File: src/design/lc3ie_pkg.sv
package lc3ie_pkg;

    localparam int WORD_W            = 16;
    localparam int REG_IDX_W         = 3;
    localparam int FLAG_W            = 3;
    localparam int OP_W              = 4;
    localparam int DEF_MEM_ADDR_BITS = 16;

    localparam logic [FLAG_W-1:0]    FLAG_NEG  = 3'd4;
    localparam logic [FLAG_W-1:0]    FLAG_ZERO = 3'd2;
    localparam logic [FLAG_W-1:0]    FLAG_POS  = 3'd1;
    localparam logic [REG_IDX_W-1:0] LINK_REG  = 3'd7;

    typedef enum logic [OP_W-1:0] {
        OP_ADD    = 4'd0,
        OP_AND    = 4'd1,
        OP_NOT    = 4'd2,
        OP_BR     = 4'd3,
        OP_JMP    = 4'd4,
        OP_JSR    = 4'd5,
        OP_LD     = 4'd6,
        OP_LDR    = 4'd7,
        OP_LEA    = 4'd8,
        OP_ST     = 4'd9,
        OP_STI    = 4'd10,
        OP_STR    = 4'd11,
        OP_LDI    = 4'd12,
        OP_HWRITE = 4'd13,
        OP_HREAD  = 4'd14
    } op_t;

    typedef enum logic [1:0] {
        S_IDLE,
        S_EXEC,
        S_MEM1,
        S_MEM2
    } state_t;

    // Everything the execute logic decides for the word in flight.
    typedef struct packed {
        logic [WORD_W-1:0]    next_pc;
        logic                 reg_wr;
        logic [REG_IDX_W-1:0] wr_idx;
        logic [WORD_W-1:0]    wr_val;
        logic [FLAG_W-1:0]    flags;
        logic                 mem_wr;
        logic [WORD_W-1:0]    mem_addr;
    } exec_t;

endpackage

File: src/design/lc3ie_alu.sv
module lc3ie_alu
(
    input  lc3ie_pkg::op_t               op,
    input  logic [lc3ie_pkg::WORD_W-1:0] iw,
    input  logic [lc3ie_pkg::WORD_W-1:0] pc,
    input  logic [lc3ie_pkg::WORD_W-1:0] haddr,
    input  logic [lc3ie_pkg::WORD_W-1:0] ra,
    input  logic [lc3ie_pkg::WORD_W-1:0] rb,
    input  logic [lc3ie_pkg::WORD_W-1:0] mem_rdata,
    input  logic [lc3ie_pkg::FLAG_W-1:0] flags_in,
    output lc3ie_pkg::exec_t             result
);
    import lc3ie_pkg::*;

    logic [WORD_W-1:0]    imm5;
    logic [WORD_W-1:0]    off6;
    logic [WORD_W-1:0]    off9;
    logic [WORD_W-1:0]    off11;
    logic [WORD_W-1:0]    operand;
    logic [WORD_W-1:0]    pc_off9;
    logic [WORD_W-1:0]    base_off6;
    logic [REG_IDX_W-1:0] dr;
    logic                 set_flags;

    assign imm5      = {{(WORD_W-5){iw[4]}}, iw[4:0]};
    assign off6      = {{(WORD_W-6){iw[5]}}, iw[5:0]};
    assign off9      = {{(WORD_W-9){iw[8]}}, iw[8:0]};
    assign off11     = {{(WORD_W-11){iw[10]}}, iw[10:0]};
    assign operand   = iw[5] ? imm5 : rb;
    assign pc_off9   = pc + off9;
    assign base_off6 = ra + off6;
    assign dr        = iw[11:9];

    always_comb
    begin
        result          = '0;
        result.next_pc  = pc;
        result.mem_addr = pc_off9;
        set_flags       = 1'b0;
        case (op)
            OP_ADD:
            begin
                result.wr_val = ra + operand;
                result.reg_wr = 1'b1;
                result.wr_idx = dr;
                set_flags     = 1'b1;
            end
            OP_AND:
            begin
                result.wr_val = ra & operand;
                result.reg_wr = 1'b1;
                result.wr_idx = dr;
                set_flags     = 1'b1;
            end
            OP_NOT:
            begin
                result.wr_val = ~ra;
                result.reg_wr = 1'b1;
                result.wr_idx = dr;
                set_flags     = 1'b1;
            end
            OP_BR:
            begin
                if (|(dr & flags_in))
                begin
                    result.next_pc = pc_off9;
                end
            end
            OP_JMP:
            begin
                result.next_pc = ra;
            end
            OP_JSR:
            begin
                result.next_pc = iw[11] ? (pc + off11) : ra;
                result.wr_val  = pc;
                result.reg_wr  = 1'b1;
                result.wr_idx  = LINK_REG;
            end
            OP_LD, OP_LDI:
            begin
                result.wr_val = mem_rdata;
                result.reg_wr = 1'b1;
                result.wr_idx = dr;
                set_flags     = 1'b1;
            end
            OP_LDR:
            begin
                result.mem_addr = base_off6;
                result.wr_val   = mem_rdata;
                result.reg_wr   = 1'b1;
                result.wr_idx   = dr;
                set_flags       = 1'b1;
            end
            OP_LEA:
            begin
                result.wr_val = pc_off9;
                result.reg_wr = 1'b1;
                result.wr_idx = dr;
                set_flags     = 1'b1;
            end
            OP_ST, OP_STI:
            begin
                result.mem_wr = 1'b1;
            end
            OP_STR:
            begin
                result.mem_addr = base_off6;
                result.mem_wr   = 1'b1;
            end
            OP_HWRITE:
            begin
                result.mem_addr = haddr;
                result.mem_wr   = 1'b1;
            end
            OP_HREAD:
            begin
                result.mem_addr = haddr;
                result.wr_val   = mem_rdata;
            end
            default:
            begin
                result.next_pc = pc;
            end
        endcase

        if (!set_flags)
        begin
            result.flags = flags_in;
        end
        else if (result.wr_val == '0)
        begin
            result.flags = FLAG_ZERO;
        end
        else if (result.wr_val[WORD_W-1])
        begin
            result.flags = FLAG_NEG;
        end
        else
        begin
            result.flags = FLAG_POS;
        end
    end

endmodule

File: config.mk
export PLATFORM = sky130hd
export DESIGN_NAME = lc3ie_alu
export DESIGN_NICKNAME = d
export VERILOG_FILES = /design/src/design/lc3ie_pkg.sv /design/src/design/lc3ie_alu.sv
export SDC_FILE = /design/constraint.sdc
export NUM_CORES = 1
export LEC_CHECK = 0
export BUFFER_PORTS_ARGS = -buffer_cell sky130_fd_sc_hd__buf_4
export CAP_MARGIN = 20
export CORE_ASPECT_RATIO = 1.5
export CORE_MARGIN = 8
export CORE_UTILIZATION = 45
export DETAILED_ROUTE_END_ITERATION = 10
export MAX_ROUTING_LAYER = met4
export PLACE_DENSITY_LB_ADDON = 0.25
export RECOVER_POWER = 25
export SYNTH_ARGS = -nofsm -noshare
export SYNTH_HDL_FRONTEND = slang
export SYNTH_SLANG_ARGS = --single-unit
File: constraint.sdc
create_clock -name vclk -period 9.7
set_clock_uncertainty 0.1 [all_clocks]
set_input_delay 1.94 -clock vclk [all_inputs]
set_output_delay 1.94 -clock vclk [all_outputs]
set_load 0.05 [all_outputs]
---- After elaboration in Yosys (flattened, before gate mapping) ----
Cells that the tools add are included.
operators by class
  reduce and logical (&&, ||, !) cells .... 8
  eq/ne operators ......................... 14
  mux-type cells .......................... 12
  bitwise gates (word level) .............. 3
  $add $sub $neg .......................... 4
operators by type and width
  operator              number
  $pmux W16 S6          1
  $add A16 B16 Y16      4
  $mux W16              3
  $pmux W16 S3          1
  $pmux W16 S2          1
  $eq A4 B4 Y1 const B  7
  $and A16 B16 Y16      1
  $eq A4 B3 Y1 const B  4
  $logic_not A16 Y1     1
  $not A16 Y16          1
  $mux W3               3
  $eq A4 B2 Y1 const B  2
  $pmux W4 S2           1
  $reduce_or A4 Y1      2
  $reduce_or A7 Y1      1
  $eq A4 B1 Y1 const B  1
  $logic_not A4 Y1      1
  $reduce_or A2 Y1      2
  $and A3 B3 Y3         1
  $reduce_or A3 Y1      1
  $mux W1               2
word-level totals
  logic and storage cells ................. 41
  output and inout bits ................... 56
  flip-flop bits (word level) ............. 0
  input bits .............................. 103

---- Logic depth before layout (Yosys ltp) ----
  depth in word-level cells ............... 6
  depth in mapped cells ................... 15
  mapped depth without buffers ............ 13

---- Worst setup path before layout ----
OpenSTA, ideal clock, no wires.
  path kind ............................... in2out
  start ................................... in iw[5] (netlist name)
  end ..................................... out result[18] (netlist name)
  buffers on the path ..................... 1
  cell stages on the path ................. 14
  setup slack ............................. 1.560 ns
  data arrival time ....................... 6.100 ns
  data required time ...................... 7.660 ns
  cell sequence ........................... clkbuf_1 mux2_2 ha_1 inv_1 fa_1 nor2b_1 o221a_2 o2bb2ai_1 xnor2_1 a221o_1 or4b_1 or4_1 or4b_4 o21ai_2
RTL lines
  item         line             text
  from (decl)  lc3ie_alu.sv:4   input logic [lc3ie_pkg::WORD_W-1:0] iw,
  to (decl)    lc3ie_alu.sv:11  output lc3ie_pkg::exec_t result

==> insert_results.sql <==
INSERT INTO impl_metrics (metric_group, metric, value, unit) VALUES
('run_status', 'outcome', 'finished, violations left', ''),
('run_status', 'violations_in_the_final_reports', 'capacitance limit, slew limit', ''),
('critical_path', 'worst_path_most_repeated_cell', 'sky130_fd_sc_hd__buf_4', ''),
('power_and_ir_drop', 'total_power', '503', 'uW'),
('floorplanning', 'die_height', '137', 'um'),
('min_path', 'hold_path_class', 'in -> out', ''),
('sta', 'maxSlewHeadroom', '-7.32', '%'),
('floorplanning', 'fp-row-count', '44', ''),
('global_routing', 'first_global_vias', '5672', ''),
('floorplanning', 'core_area', '9580', 'um2'),
('route', 'routedWlPerCell', '22.2', 'um'),
('placed_design', 'port_buffers', '155', ''),
('yosys', 'yosysWarnings', '0', ''),
('finish', 'final_nets', '923', ''),
('yosys', 'synth_area_leader_cell', 'sky130_fd_sc_hd__ha_1', ''),
('power_and_ir_drop', 'vdd.ir_drop.worst', '0.0765', 'mV'),
('global_routing', 'grt_start_max_net_pins', '30', ''),
('yosys', 'netlist_instances', '636', ''),
('critical_path', 'critical_path.endpoint_type', 'output port', ''),
('sta', 'worst_pin_slew', '1.60', 'ns'),
('clock_network', 'ctsHoldBuffers', '0', ''),
('finish', 'regArea', '0', 'um2'),
('floorplanning', 'die-area', '13200', 'um2'),
('critical_path', 'cp_cell_sequence', 'buf_4 > mux2_2 > ha_1 > inv_1 > fa_1 > nor2b_1 > o221a_2 > o2bb2ai_1 > xnor2_1 > a221o_1 > or4b_1 > or4_1 > or4b_4 > o21ai_2 > buf_4', ''),
('sta', 'timing.final.ws_setup', '1.40', 'ns'),
('finish', 'filler_cell_count', '973', ''),
('route', 'detail_route.first_pass.iterations', '7', ''),
('critical_path', 'crit_end', 'result[18]', ''),
('yosys', 'mappedNetlistNets', '794', ''),
('route', 'number_of_routed_nets_with_antenna_violations', '0', ''),
('finish', 'antenna-diode-count', '0', ''),
('placed_design', 'place.gp.congestion', '0.968', ''),
('critical_path', 'worst-endpoint-arrival', '6.26', 'ns'),
('floorplanning', 'die-width', '96.5', 'um'),
('route', 'routed-via-count', '5777', ''),
('finish', 'numSequentialCells', '0', ''),
('yosys', 'yosysUniqueCellTypes', '82', ''),
('route', 'viasPerCell', '6.58', ''),
('finish', 'clock_buffer_count', '0', ''),
('finish', 'multi_input_comb_area', '4100', 'um2'),
('finish', 'finish.instance_area', '5500', 'um2'),
('sta', 'timing.final.setup_violations', '0', ''),
('critical_path', 'timing.critical_path.max_delay_family', 'simple AND/OR/NAND/NOR gates', ''),
('yosys', 'synth_commonest_cells', 'sky130_fd_sc_hd__nand2_1, sky130_fd_sc_hd__nor2_1, sky130_fd_sc_hd__o21ai_0', ''),
('yosys', 'synth_top_cell_area_share', '14.9', '%'),
('critical_path', 'critical_path_cell_count', '15', ''),
('floorplanning', 'floorplan.initialDensity', '45.7', '%'),
('critical_path', 'startpoint_type', 'primary input', ''),
('route', 'drt_iter0_drc', '438', ''),
('power_and_ir_drop', 'power.leakage', '0.00255', 'uW'),
('sta', 'grt_setup_unrepaired', 'false', ''),
('sta', 'final.setup.tns', '0', 'ns'),
('critical_path', 'setup_crit_start', 'iw[5]', ''),
('sta', 'slew_viol_final', '10', ''),
('critical_path', 'worstPathRequired', '7.66', 'ns'),
('route', 'remaining_drc_errors', '0', ''),
('flow_run', 'cap_viol_max_count', '1', ''),
('sta', 'max_freq', '121', 'MHz'),
('critical_path', 'crit_path_max_fanout', '29', ''),
('power_and_ir_drop', 'cellPowerDensity', '91.4', 'nW/um2'),
('yosys', 'synthesis.area', '4380', 'um2'),
('critical_path', 'cp_slowest_stage_delay', '0.55', 'ns'),
('critical_path', 'critPathSlowestCell', 'sky130_fd_sc_hd__or4b_1', ''),
('sta', 'timing.final.hold_violations', '0', ''),
('floorplanning', 'ioPinCount', '159', ''),
('yosys', 'syn_avg_cell_area', '6.88', 'um2'),
('global_routing', 'grt_antenna_before_repair', '0', ''),
('yosys', 'synth_seq_area_share', '0', '%'),
('global_routing', 'grt_pass1_wl', '29700', 'um'),
('clock_network', 'cts_resized', '0', ''),
('placed_design', 'detailedPlace.worstSlack', '1.42', 'ns');
-- layer usage --
| layer | part of all wire, % | global-route usage [%] | up-vias |
|---|---|---|---|
| met5 | 0 | - | - |
| met1 | 39 | 32.5 | 2673 |
| met4 | 5.3 | 13.1 | 0 |
| li1 | - | - | 2727 |
| met3 | 5.3 | 0.988 | 70 |
| met2 | 51 | 51.9 | 307 |
-- cell families (layout without fill, tap and decap cells) --
| logic type | after synthesis | after routing | share of synthesized area [%] |
|---|---|---|---|
| AND/OR/NAND/NOR | 212 | 212 | 24.6 |
| multiplexers | 17 | 17 | 4.00 |
| adder cells (fa/ha/maj) | 55 | 55 | 16.2 |
| AO/OA/AOI/OAI | 252 | 252 | 41.2 |
| XOR/XNOR | 38 | 38 | 7.78 |
| buffers and inverters | 62 | 189 | 6.18 |
-- metrics by stage --
step	hold WS (ns)	instances	util, %
floorplan	4.00	636	-
global placement	4.15	877	57.9
detailed placement	4.15	878	58.0
CTS	4.16	878	58.0
global route	4.17	878	57.5
finish	4.17	878	57.5
-- how the worst min path moves through the flow --
stage | from | end | slack [ns] | cells past startpoint
after floorplan | flags_in[1] | result[18] | 4.00 | 2
final | haddr[10] | result[10] | 4.17 | 3
after global placement | haddr[9] | result[9] | 4.15 | 4
after detailed placement | haddr[0] | result[0] | 4.15 | 4
after CTS | haddr[7] | result[7] | 4.16 | 4
after global routing | haddr[9] | result[9] | 4.17 | 4
-- area by class of cell --
type,instances,share of cell area [%]
well taps,115,2.61
inverters,31,2.11
multi-input cells,574,74.5
repair buffers,158,20.7
-- report_power, final --
| group | internal (uW) | switching [uW] | leakage, uW |
|---|---|---|---|
| combinational | 177 | 326 | 0.00255 |
| sequential | 0 | 0 | 0 |
| clock | 0 | 0 | 0 |
| total | 177 | 326 | 0.00255 |
-- placed cells by master, fill, tap and decap left out, types with 5 or more instances in the layout --
master                     instances
sky130_fd_sc_hd__a211oi_1         10
sky130_fd_sc_hd__o22ai_1          10
sky130_fd_sc_hd__nand3_1          13
sky130_fd_sc_hd__clkbuf_1         12
sky130_fd_sc_hd__inv_1            31
sky130_fd_sc_hd__xnor2_1          22
sky130_fd_sc_hd__o21ai_0          54
sky130_fd_sc_hd__a21oi_1          38
sky130_fd_sc_hd__a222oi_1          7
sky130_fd_sc_hd__ha_1             52
sky130_fd_sc_hd__nand2b_1          8
sky130_fd_sc_hd__a22oi_1          17
sky130_fd_sc_hd__nor2_1           58
sky130_fd_sc_hd__buf_4           146
sky130_fd_sc_hd__nor3_1           14
sky130_fd_sc_hd__a21o_1           16
sky130_fd_sc_hd__mux2i_1          13
sky130_fd_sc_hd__a31oi_1           7
sky130_fd_sc_hd__o21a_1            9
sky130_fd_sc_hd__and3_1            6
sky130_fd_sc_hd__or4_1             5
sky130_fd_sc_hd__xor2_1           15
sky130_fd_sc_hd__nand2_1          57
sky130_fd_sc_hd__a221oi_1          6
sky130_fd_sc_hd__nor2b_1          12
sky130_fd_sc_hd__o221ai_1          8
sky130_fd_sc_hd__a221o_1          13
sky130_fd_sc_hd__o211ai_1         11
Power figures use the tool's default switching activity.
