## config.mk

```make
export PLATFORM = sky130hd
export DESIGN_NAME = lc3ie_regfile
export DESIGN_NICKNAME = d
export VERILOG_FILES = /design/src/design/lc3ie_pkg.sv /design/src/design/lc3ie_regfile.sv
export SDC_FILE = /design/constraint.sdc
export NUM_CORES = 1
export LEC_CHECK = 0
export ABC_AREA = 0
export ABC_CLOCK_PERIOD_IN_PS = 4650
export BUFFER_PORTS_ARGS = -buffer_cell sky130_fd_sc_hd__clkbuf_2
export CAP_MARGIN = 20
export CORE_MARGIN = 5
export CORE_UTILIZATION = 45
export CTS_BUF_LIST = sky130_fd_sc_hd__clkbuf_4 sky130_fd_sc_hd__clkbuf_8
export DETAILED_ROUTE_END_ITERATION = 8
export SETUP_SLACK_MARGIN = 0.05
export SLEW_MARGIN = 10
export SYNTH_ARGS = -nofsm -noshare
export SYNTH_HDL_FRONTEND = slang
export SYNTH_SLANG_ARGS = --single-unit
```

## constraint.sdc

```tcl
create_clock -name clk -period 4.65 [get_ports clk]
set_input_delay 0.93 -clock clk [delete_from_list [all_inputs] [get_ports clk]]
set_output_delay 0.93 -clock clk [all_outputs]
set_load 0.1 [all_outputs]
```

## src/design/lc3ie_pkg.sv

```systemverilog
package lc3ie_pkg;

    localparam int WORD_W            = 16;
    localparam int REG_IDX_W         = 3;
    localparam int FLAG_W            = 3;
    localparam int OP_W              = 4;
    localparam int DEF_MEM_ADDR_BITS = 16;

    localparam logic [FLAG_W-1:0]    FLAG_NEG  = 3'd4;
    localparam logic [FLAG_W-1:0]    FLAG_ZERO = 3'd2;
    localparam logic [FLAG_W-1:0]    FLAG_POS  = 3'd1;
    localparam logic [REG_IDX_W-1:0] LINK_REG  = 3'd7;

    typedef enum logic [OP_W-1:0] {
        OP_ADD    = 4'd0,
        OP_AND    = 4'd1,
        OP_NOT    = 4'd2,
        OP_BR     = 4'd3,
        OP_JMP    = 4'd4,
        OP_JSR    = 4'd5,
        OP_LD     = 4'd6,
        OP_LDR    = 4'd7,
        OP_LEA    = 4'd8,
        OP_ST     = 4'd9,
        OP_STI    = 4'd10,
        OP_STR    = 4'd11,
        OP_LDI    = 4'd12,
        OP_HWRITE = 4'd13,
        OP_HREAD  = 4'd14
    } op_t;

    typedef enum logic [1:0] {
        S_IDLE,
        S_EXEC,
        S_MEM1,
        S_MEM2
    } state_t;

    // Everything the execute logic decides for the word in flight.
    typedef struct packed {
        logic [WORD_W-1:0]    next_pc;
        logic                 reg_wr;
        logic [REG_IDX_W-1:0] wr_idx;
        logic [WORD_W-1:0]    wr_val;
        logic [FLAG_W-1:0]    flags;
        logic                 mem_wr;
        logic [WORD_W-1:0]    mem_addr;
    } exec_t;

endpackage

```

## src/design/lc3ie_regfile.sv

```systemverilog
module lc3ie_regfile
(
    input  logic                            clk,
    input  logic                            rst_n,
    input  logic                            re,
    input  logic [lc3ie_pkg::REG_IDX_W-1:0] raddr_a,
    input  logic [lc3ie_pkg::REG_IDX_W-1:0] raddr_b,
    output logic [lc3ie_pkg::WORD_W-1:0]    rdata_a,
    output logic [lc3ie_pkg::WORD_W-1:0]    rdata_b,
    input  logic                            we,
    input  logic [lc3ie_pkg::REG_IDX_W-1:0] waddr,
    input  logic [lc3ie_pkg::WORD_W-1:0]    wdata
);
    import lc3ie_pkg::*;

    localparam int DEPTH = 1 << REG_IDX_W;

    logic [WORD_W-1:0] rf_mem [DEPTH];
    logic [DEPTH-1:0]  valid_reg;
    logic [WORD_W-1:0] rdata_a_reg;
    logic [WORD_W-1:0] rdata_b_reg;

    // An entry never written reads as zero.
    always_ff @(posedge clk or negedge rst_n)
    begin
        if (!rst_n)
        begin
            valid_reg <= '0;
        end
        else if (we)
        begin
            valid_reg[waddr] <= 1'b1;
        end
    end

    always_ff @(posedge clk)
    begin
        if (we)
        begin
            rf_mem[waddr] <= wdata;
        end
    end

    // A write in the same cycle as the read is passed straight through.
    always_ff @(posedge clk)
    begin
        if (re)
        begin
            if (we && (waddr == raddr_a))
            begin
                rdata_a_reg <= wdata;
            end
            else
            begin
                rdata_a_reg <= valid_reg[raddr_a] ? rf_mem[raddr_a] : '0;
            end
            if (we && (waddr == raddr_b))
            begin
                rdata_b_reg <= wdata;
            end
            else
            begin
                rdata_b_reg <= valid_reg[raddr_b] ? rf_mem[raddr_b] : '0;
            end
        end
    end

    assign rdata_a = rdata_a_reg;
    assign rdata_b = rdata_b_reg;

endmodule

```

==> Word-level counts from Yosys, hierarchy flattened <==
Memories as Yosys holds them, arrays and structs flattened.
Index checks and enable logic that the tools add are counted.
{ "classes": {"order_cmp": 4, "eq_ne": 2, "mux": 12, "bitwise": 1, "reduce_logical": 3} }
{ "ops": {"columns": ["op", "n"], "rows": [
  ["16-bit two-way mux", 4],
  ["3-bit by 4-bit < comparator with 1-bit output (second input constant)", 3],
  ["8-bit bitwise OR", 1],
  ["1-bit binary-select mux with 3-bit select", 2],
  ["3-bit == test", 2],
  ["1-bit two-way mux", 5],
  ["1-bit demux with 3-bit select", 1],
  ["3-bit by 1-bit >= comparator with 1-bit output (second input constant)", 1],
  ["1-bit logical AND", 3]
]} }
{ "totals": {"reg_bits": 40, "mem_bits_rw": 128, "input_bits": 29, "word_cells": 26, "mem_count": 1} }
{ "mem_list": {"columns": ["memory", "words", "width", "rd", "rd_clocked_by_memory_dff", "wr", "line", "source"], "rows": [
  ["rf_mem", 8, 16, 2, 0, 1, "lc3ie_regfile.sv:18", "logic [WORD_W-1:0] rf_mem [DEPTH];"]
]} }

==> Longest topological paths before layout <==
Gate-level depths: netlist of run 1.
{ "logic_depth": {"word_depth": 5, "ltp_mapped": 8, "depth_no_buf": 4} }

==> Least setup slack after synthesis of run 1 <==
No wires, ideal clock.
{ "synth_path": {"path_type": "in2reg", "from": "in waddr[0] in the netlist's numbering", "to": "mem rf_mem[0][0], enable pin", "t_arrival_ps": 2287, "t_required_ps": 4239, "path_slack_ps": 1953, "path_stages": 2, "path_buffers": 1, "cell_sequence": "buf_4 > nor3_1"} }
{ "synth_rtl": {"columns": ["element", "line", "source"], "rows": [
  ["from (decl)", "lc3ie_regfile.sv:11", "input logic [lc3ie_pkg::REG_IDX_W-1:0] waddr,"],
  ["to (decl)", "lc3ie_regfile.sv:18", null]
]} }
Straight into the memory's write port.

==> Worst setup path after layout of run 1 <==
{ "layout_path": {"from": "in raddr_a[2] in the netlist's numbering", "to": "reg rdata_a_reg[0] (netlist: rdata_a[0]) (data pin)"} }
{ "layout_via": {"elab_chain_len": 4} }
{ "layout_rtl": {"columns": ["element", "line", "source"], "rows": [
  ["from (decl)", "lc3ie_regfile.sv:6", "input logic [lc3ie_pkg::REG_IDX_W-1:0] raddr_a,"],
  ["1-bit binary-select mux with 3-bit select", "lc3ie_regfile.sv:55", "rdata_a_reg <= valid_reg[raddr_a] ? rf_mem[raddr_a] : '0;"],
  ["1-bit two-way mux (implied by the code)", "lc3ie_regfile.sv:55", null],
  ["16-bit two-way mux", "lc3ie_regfile.sv:55", null],
  ["16-bit two-way mux (*)", "lc3ie_regfile.sv:49", "if (we && (waddr == raddr_a))"],
  ["to (signal assigned)", "lc3ie_regfile.sv:51", "rdata_a_reg <= wdata;"],
  ["to (signal assigned)", "lc3ie_regfile.sv:55", null],
  ["to (decl)", "lc3ie_regfile.sv:20", "logic [WORD_W-1:0] rdata_a_reg;"]
]} }
Every way passes the cells marked *; elsewhere a longest branch is shown, timed or not. The select of a mux whose other input is x is not followed.
A chain may end at the register's enable or synchronous reset.

==> metrics.txt, run 1 <==
Chip Width=140 um; sequential power share=0.508; unrepaired setup endpoints after global routing=no; largest net degree at the start of global routing=33; critical path arrival=3.19 ns; fin worst setup slack=1.62 ns; period utilization=0.653; Wirelength per Cell=24.8 um; DP HPWL=10200 um; die height=140 um; Std-Cell Rows=47; Top Ports=61; fillcell total=1350; Post-Syn Nets=430; vias per inst=5.81; Req. time, crit path=4.81 ns; Setup TNS=0 ns; Max Clk Rate=330 MHz; setup violators final=0; Final Hold Fails=0; crit-path max FO=20; clk sinks=168; crit path launch=raddr_a[2]; P_int=2.54 mW; Cells after DPL=663; commonest non-fill, non-tap cells in the layout=160 x edfxtp_1, 66 x mux4_2, 60 x clkbuf_2; max incr delay on CP=0.81 ns; Yosys Warn Count=0; DIE AREA=19700 um2; total grt overflow=0; CTS resizes=0; antenna-violating nets left=0; Finished Layout Cells=695; Crit path depth=5; CTS tree=yes; total CTS buffers=17; maximum vdd drop=0.169 mV; fin. max-slew vios=0; CP delay by family, top=simple AND/OR/NAND/NOR gates; Clock Pin Slew Worst Setup and Hold Paths=0.09 ns; leakage=2.87 nW; max reg flops=128; Net Sw Power=964 uW; initial antenna violation count=0; total core area=16600 um2; max_cap viols=0; share of layout cells above drive strength 1=0.427; CP max stage cell=or4_1; Power Density=409 nW/um2; EDFF count, synth=160; Clk pwr share=0.328; Post-Route WL=17300 um; Slew headroom=0.299; CP bufs+invs=1; Worst Path Class, Setup=in -> reg; RePlAce Congestion=0.741; Net Sw Frac=0.275; worst flop-to-flop path endpoint=rdata_a[0]; nets=491; Area growth syn-to-layout=12.2%; CTS hold repair buffers=0; post-route minimum period=3.03 ns; worst reg2reg setup slack=2.40 ns; Root Driver=clkbuf_8; reg-to-reg startpoint=valid_reg[7]; skew final=0.0124 ns; register area share after synthesis=0.655; Max clock buf depth=2; ant diodes=0; initial drt markers=390; number of global-route vias before repair=4354; mapped cell area=7640 um2; Crit. End Element=register; combinational share of power=0.164; status=complete, no violations; Clk Latency, worst-skew pair=0.45 ns; # DRC=0; worst path cell trace=clkbuf_2, xnor2_1, and4_4, or4_1, o21ai_0; Primary FF master, synth=edfxtp_1; CP Launch Type=input pin; CTS H-tree lvls=4; Cell variety after synth=23; Finished Core Util=0.515; Avg Cell Area, Syn=19.0 um2; Post-Place Worst Slack=1.10 ns; flops & latches, synth=168; Worst Setup EP=rdata_a[0]; global-route wire length before repair=26200 um; port buffer count=60; Via Count=4040; worst r2r path cells=4; hold crit path type=in -> async; most common cell after layout, fill and taps aside=edfxtp_1; DRT Pass-1 Iters=4; ys async rst share=0.0476; GR Util All Layers=0.181; setup bufs post-CTS=0; Worst Tran Pin Value=1.05 ns; cells after synthesis=401; Tot Pwr=3.50 mW; initial core utilization=0.459
==> how the worst min path moves through the flow <==
stage | endpoint | cells past startpoint
global route | valid_reg[6] | 1
global placement | valid_reg[3] | 1
detailed placement | valid_reg[1] | 1
finish | valid_reg[1] | 1
CTS | valid_reg[7] | 1
floorplan | valid_reg[0] | 1
==> power groups by stage <==
| stage | logic, mW | clock network [mW] | registers, mW |
|---|---|---|---|
| 6_report | 0.574 | 1.15 | 1.78 |
| 4_1_cts | 0.580 | 1.18 | 1.78 |
| 5_1_grt | 0.601 | 1.24 | 1.79 |
| 2_1_floorplan | 0.214 | 0 | 2.06 |
| 3_3_place_gp | 0.574 | 0 | 1.81 |
| 3_5_place_dp | 0.581 | 0 | 1.81 |
==> worst reg2reg max path: cells and delay by family, from the launching register on <==
family,cells,cell delay (ns)
flops,1,0.39
simple gates,2,0.87
compound gates,1,0.24
mux,1,0.46
==> cell families (layout without fill, tap and decap cells) <==
family                    Yosys count  in the layout  synth area share
and+or+nand+nor                    63             63            0.0406
AOI/OAI and AO/OA                  34             34            0.0331
DFF                               168            168             0.655
muxes                             100            100             0.239
buffers and inverters              30            104            0.0247
xor gates and xnor gates            6              6           0.00688
==> cells in the mapped netlist, types with 7 or more instances <==
| master | count | share of area |
|---|---|---|
| buf_2 | 7 | 0.0046 |
| mux2i_1 | 32 | 0.042 |
| nand2_1 | 34 | 0.017 |
| clkbuf_1 | 12 | 0.0059 |
| mux4_2 | 66 | 0.19 |
| or2_2 | 8 | 0.0066 |
| edfxtp_1 | 160 | 0.63 |
| o21ai_0 | 12 | 0.0079 |
| dfrtp_1 | 8 | 0.026 |
| buf_6 | 7 | 0.010 |
| o21ai_2 | 20 | 0.023 |
==> per-stage QoR <==
stage	hold WS [ns]	cell area, um2
after detailed placement	0.473	8130
after global routing	0.294	8570
after global placement	0.466	8130
final	0.322	8570
after CTS	0.294	8570
after floorplan	0.446	7640
==> routing by layer <==
metal / GRT usage / wire length [um] / vias to the layer above
met5: 0 / 0 / -
met1: 0.250 / 7180 / 2129
met4: 0.0510 / 235 / 0
met3: 0.0385 / 1150 / 17
li1: - / - / 1759
met2: 0.295 / 8700 / 135
==> cell type report <==
class,count,area [um2],share of cell area
sequential,168,5000,0.584
clock buffer,18,241,0.0282
tap,220,275,0.0321
clock inverter,14,205,0.0239
multi-input combinational,203,2450,0.286
timing repair buffer,72,390,0.0455
Note: power is estimated with default switching activity, not from simulation.
==> run 2: changes to the inputs <==
--- a/config.mk
+++ b/config.mk
@@ -6,7 +6,7 @@
 export NUM_CORES = 1
 export LEC_CHECK = 0
 export ABC_AREA = 0
-export ABC_CLOCK_PERIOD_IN_PS = 4650
+export ABC_CLOCK_PERIOD_IN_PS = 3000
 export BUFFER_PORTS_ARGS = -buffer_cell sky130_fd_sc_hd__clkbuf_2
 export CAP_MARGIN = 20
 export CORE_MARGIN = 5
==> constraint.sdc (replaced) <==
create_clock -name clk -period 3 [get_ports clk]
set_input_delay 0.6 -clock clk [delete_from_list [all_inputs] [get_ports clk]]
set_output_delay 0.6 -clock clk [all_outputs]
set_load 0.1 [all_outputs]
==> run 2 against run 1 <==
  * Utilization grew 0.37 points
  * Clock power rose by 36%
  * Register-to-register slack lost 1.3 ns
  * Total power up 49%
  * First-iteration DRC count shrank 41%
  * Critical endpoint is now rdata_b[1]
  * Non-clock buffer count rose by 17
  * Global-route usage rose by 0.22 points
==> metrics.txt, run 2 (synthesis results as in run 1) <==
crit-path max FO=16 (-20%); Worst Path Class, Setup=in -> reg; DRT Pass-1 Iters=4 (unchanged); Max Clk Rate=479 MHz; Worst Tran Pin Value=0.950 ns (-0.0970 ns); Via Count=4079 (+0.97%); hold crit path type=in -> reg; GR Util All Layers=0.183 (+0.00216); Root Driver=clkbuf_8; period utilization=0.695; max reg flops=128 (unchanged); maximum vdd drop=0.278 mV (+64%); fin. max-slew vios=0 (unchanged); CTS hold repair buffers=1 (+1); initial antenna violation count=0 (unchanged); Clk Latency, worst-skew pair=0.47 ns (+0.02 ns); worst flop-to-flop path endpoint=rdata_b[1]; post-route minimum period=2.09 ns; setup bufs post-CTS=0 (unchanged); most common cell after layout, fill and taps aside=edfxtp_1; Crit. End Element=register; max_cap viols=0 (unchanged); global-route wire length before repair=26300 um (+0.40%); initial drt markers=232 (-41%); total core area=16600 um2 (unchanged); Slew headroom=0.366 (+0.0672); reg-to-reg startpoint=valid_reg[4]; Power Density=605 nW/um2 (+48%); skew final=0.0103 ns (-0.00210 ns); Clock Pin Slew Worst Setup and Hold Paths=0.09 ns (about the same); total CTS buffers=17 (unchanged); Area growth syn-to-layout=13.0%; setup violators final=0 (unchanged); vias per inst=5.73 (-1.4%); Setup TNS=0 ns (unchanged); WHS Endpoint=rf_mem[4][8]; Req. time, crit path=3.27 ns (-1.54 ns); Hold Path Depth=1; clk sinks=168 (unchanged); CP Launch Type=input pin; die height=140 um (unchanged); unrepaired setup endpoints after global routing=no; number of global-route vias before repair=4344 (-0.23%); FF/Latch Area=5000 um2 (unchanged); WHS=0.458 ns (+0.137 ns); Std-Cell Rows=47 (unchanged); antenna-violating nets left=0 (unchanged); worst reg2reg setup slack=1.06 ns (-1.34 ns); largest net degree at the start of global routing=33 (unchanged); ant diodes=0 (unchanged); status=complete, no violations; hold path start=wdata[8]; RePlAce Congestion=0.780 (+5.2%); commonest non-fill, non-tap cells in the layout=160 x edfxtp_1, 66 x mux4_2, 60 x clkbuf_2; CTS H-tree lvls=4 (unchanged); DIE AREA=19700 um2 (unchanged); leakage=2.92 nW (+2.0%); share of layout cells above drive strength 1=0.445 (+0.0178); Final Hold Fails=0 (unchanged); Wirelength per Cell=24.1 um (-3.1%); worst r2r path cells=4 (unchanged); Max clock buf depth=2 (unchanged); # DRC=0 (unchanged); fillcell total=1352 (+0.15%); Post-Route WL=17100 um (-0.76%); initial core utilization=0.459 (unchanged); DP HPWL=10900 um (+6.0%); Multi-input gate area=2450 um2 (unchanged); nets=508 (+3.5%); CTS resizes=0 (unchanged); Top Ports=61 (unchanged); total grt overflow=0 (unchanged); critical path arrival=2.35 ns (-0.84 ns); port buffer count=60 (unchanged); CTS tree=yes; Chip Width=140 um (unchanged)
run 2: cell types whose count changed in the layout (fill, tap and decap cells not counted), sizes merged:
| cell | before | now |
|---|---|---|
| dlygate4sd3 | 0 | 1 |
| buf | 12 | 28 |
| bufinv | 5 | 2 |
| inv | 0 | 2 |
| clkbuf | 78 | 79 |
run 2: per-stage QoR:
| step | cells | power [mW] | utilization | area (um2) | worst slack (ns) |
|---|---|---|---|---|---|
| floorplan | 401 | 3.52 | - | 7640 | 0.633 |
| global placement | 679 | 3.71 | 0.495 | 8250 | 0.365 |
| detailed placement | 679 | 3.72 | 0.495 | 8250 | 0.374 |
| CTS | 712 | 5.27 | 0.519 | 8630 | 0.873 |
| global route | 712 | 5.43 | 0.519 | 8630 | 0.885 |
| finish | 712 | 5.22 | 0.519 | 8630 | 0.914 |
run 2: worst max path at each step:
stage | start | to | slack (ns)
global placement | raddr_b[0] | rdata_b[1] | 0.36
CTS | raddr_b[0] | rdata_b[1] | 0.87
detailed placement | raddr_b[0] | rdata_b[1] | 0.37
floorplan | waddr[0] | rf_mem[0][0] | 0.63
finish | raddr_b[0] | rdata_b[1] | 0.91
global route | raddr_b[0] | rdata_b[1] | 0.89
run 2: power breakdown:
| group | switching, mW | internal, mW | leakage [nW] |
|---|---|---|---|
| registers | 0.0466 | 2.71 | 1.55 |
| clock network | 0.812 | 0.751 | 0.192 |
| logic | 0.656 | 0.248 | 1.18 |
| total | 1.51 | 3.71 | 2.92 |
run 2: per-layer routing:
layer | wire length (um) | global-route usage | up-vias
met4 | 221 | 0.0607 | 0
met3 | 1080 | 0.0457 | 19
met5 | 0 | 0 | -
met2 | 9150 | 0.306 | 144
met1 | 6680 | 0.237 | 2120
li1 | - | - | 1796
run 2: layout make-up:
cell class / instances / share of cell area
Tap cell: 220 / 0.0319
Multi-Input combinational cell: 203 / 0.284
Clock inverter: 13 / 0.0149
Timing Repair Buffer: 89 / 0.0603
Clock buffer: 19 / 0.0288
Sequential cell: 168 / 0.580
run 2: worst max-delay path, stage by stage:
cell and delay [ns]:
clkbuf_2 0.24, mux4_2 0.41, nor2b_1 0.05, or4_4 0.71
o21ai_0 0.34
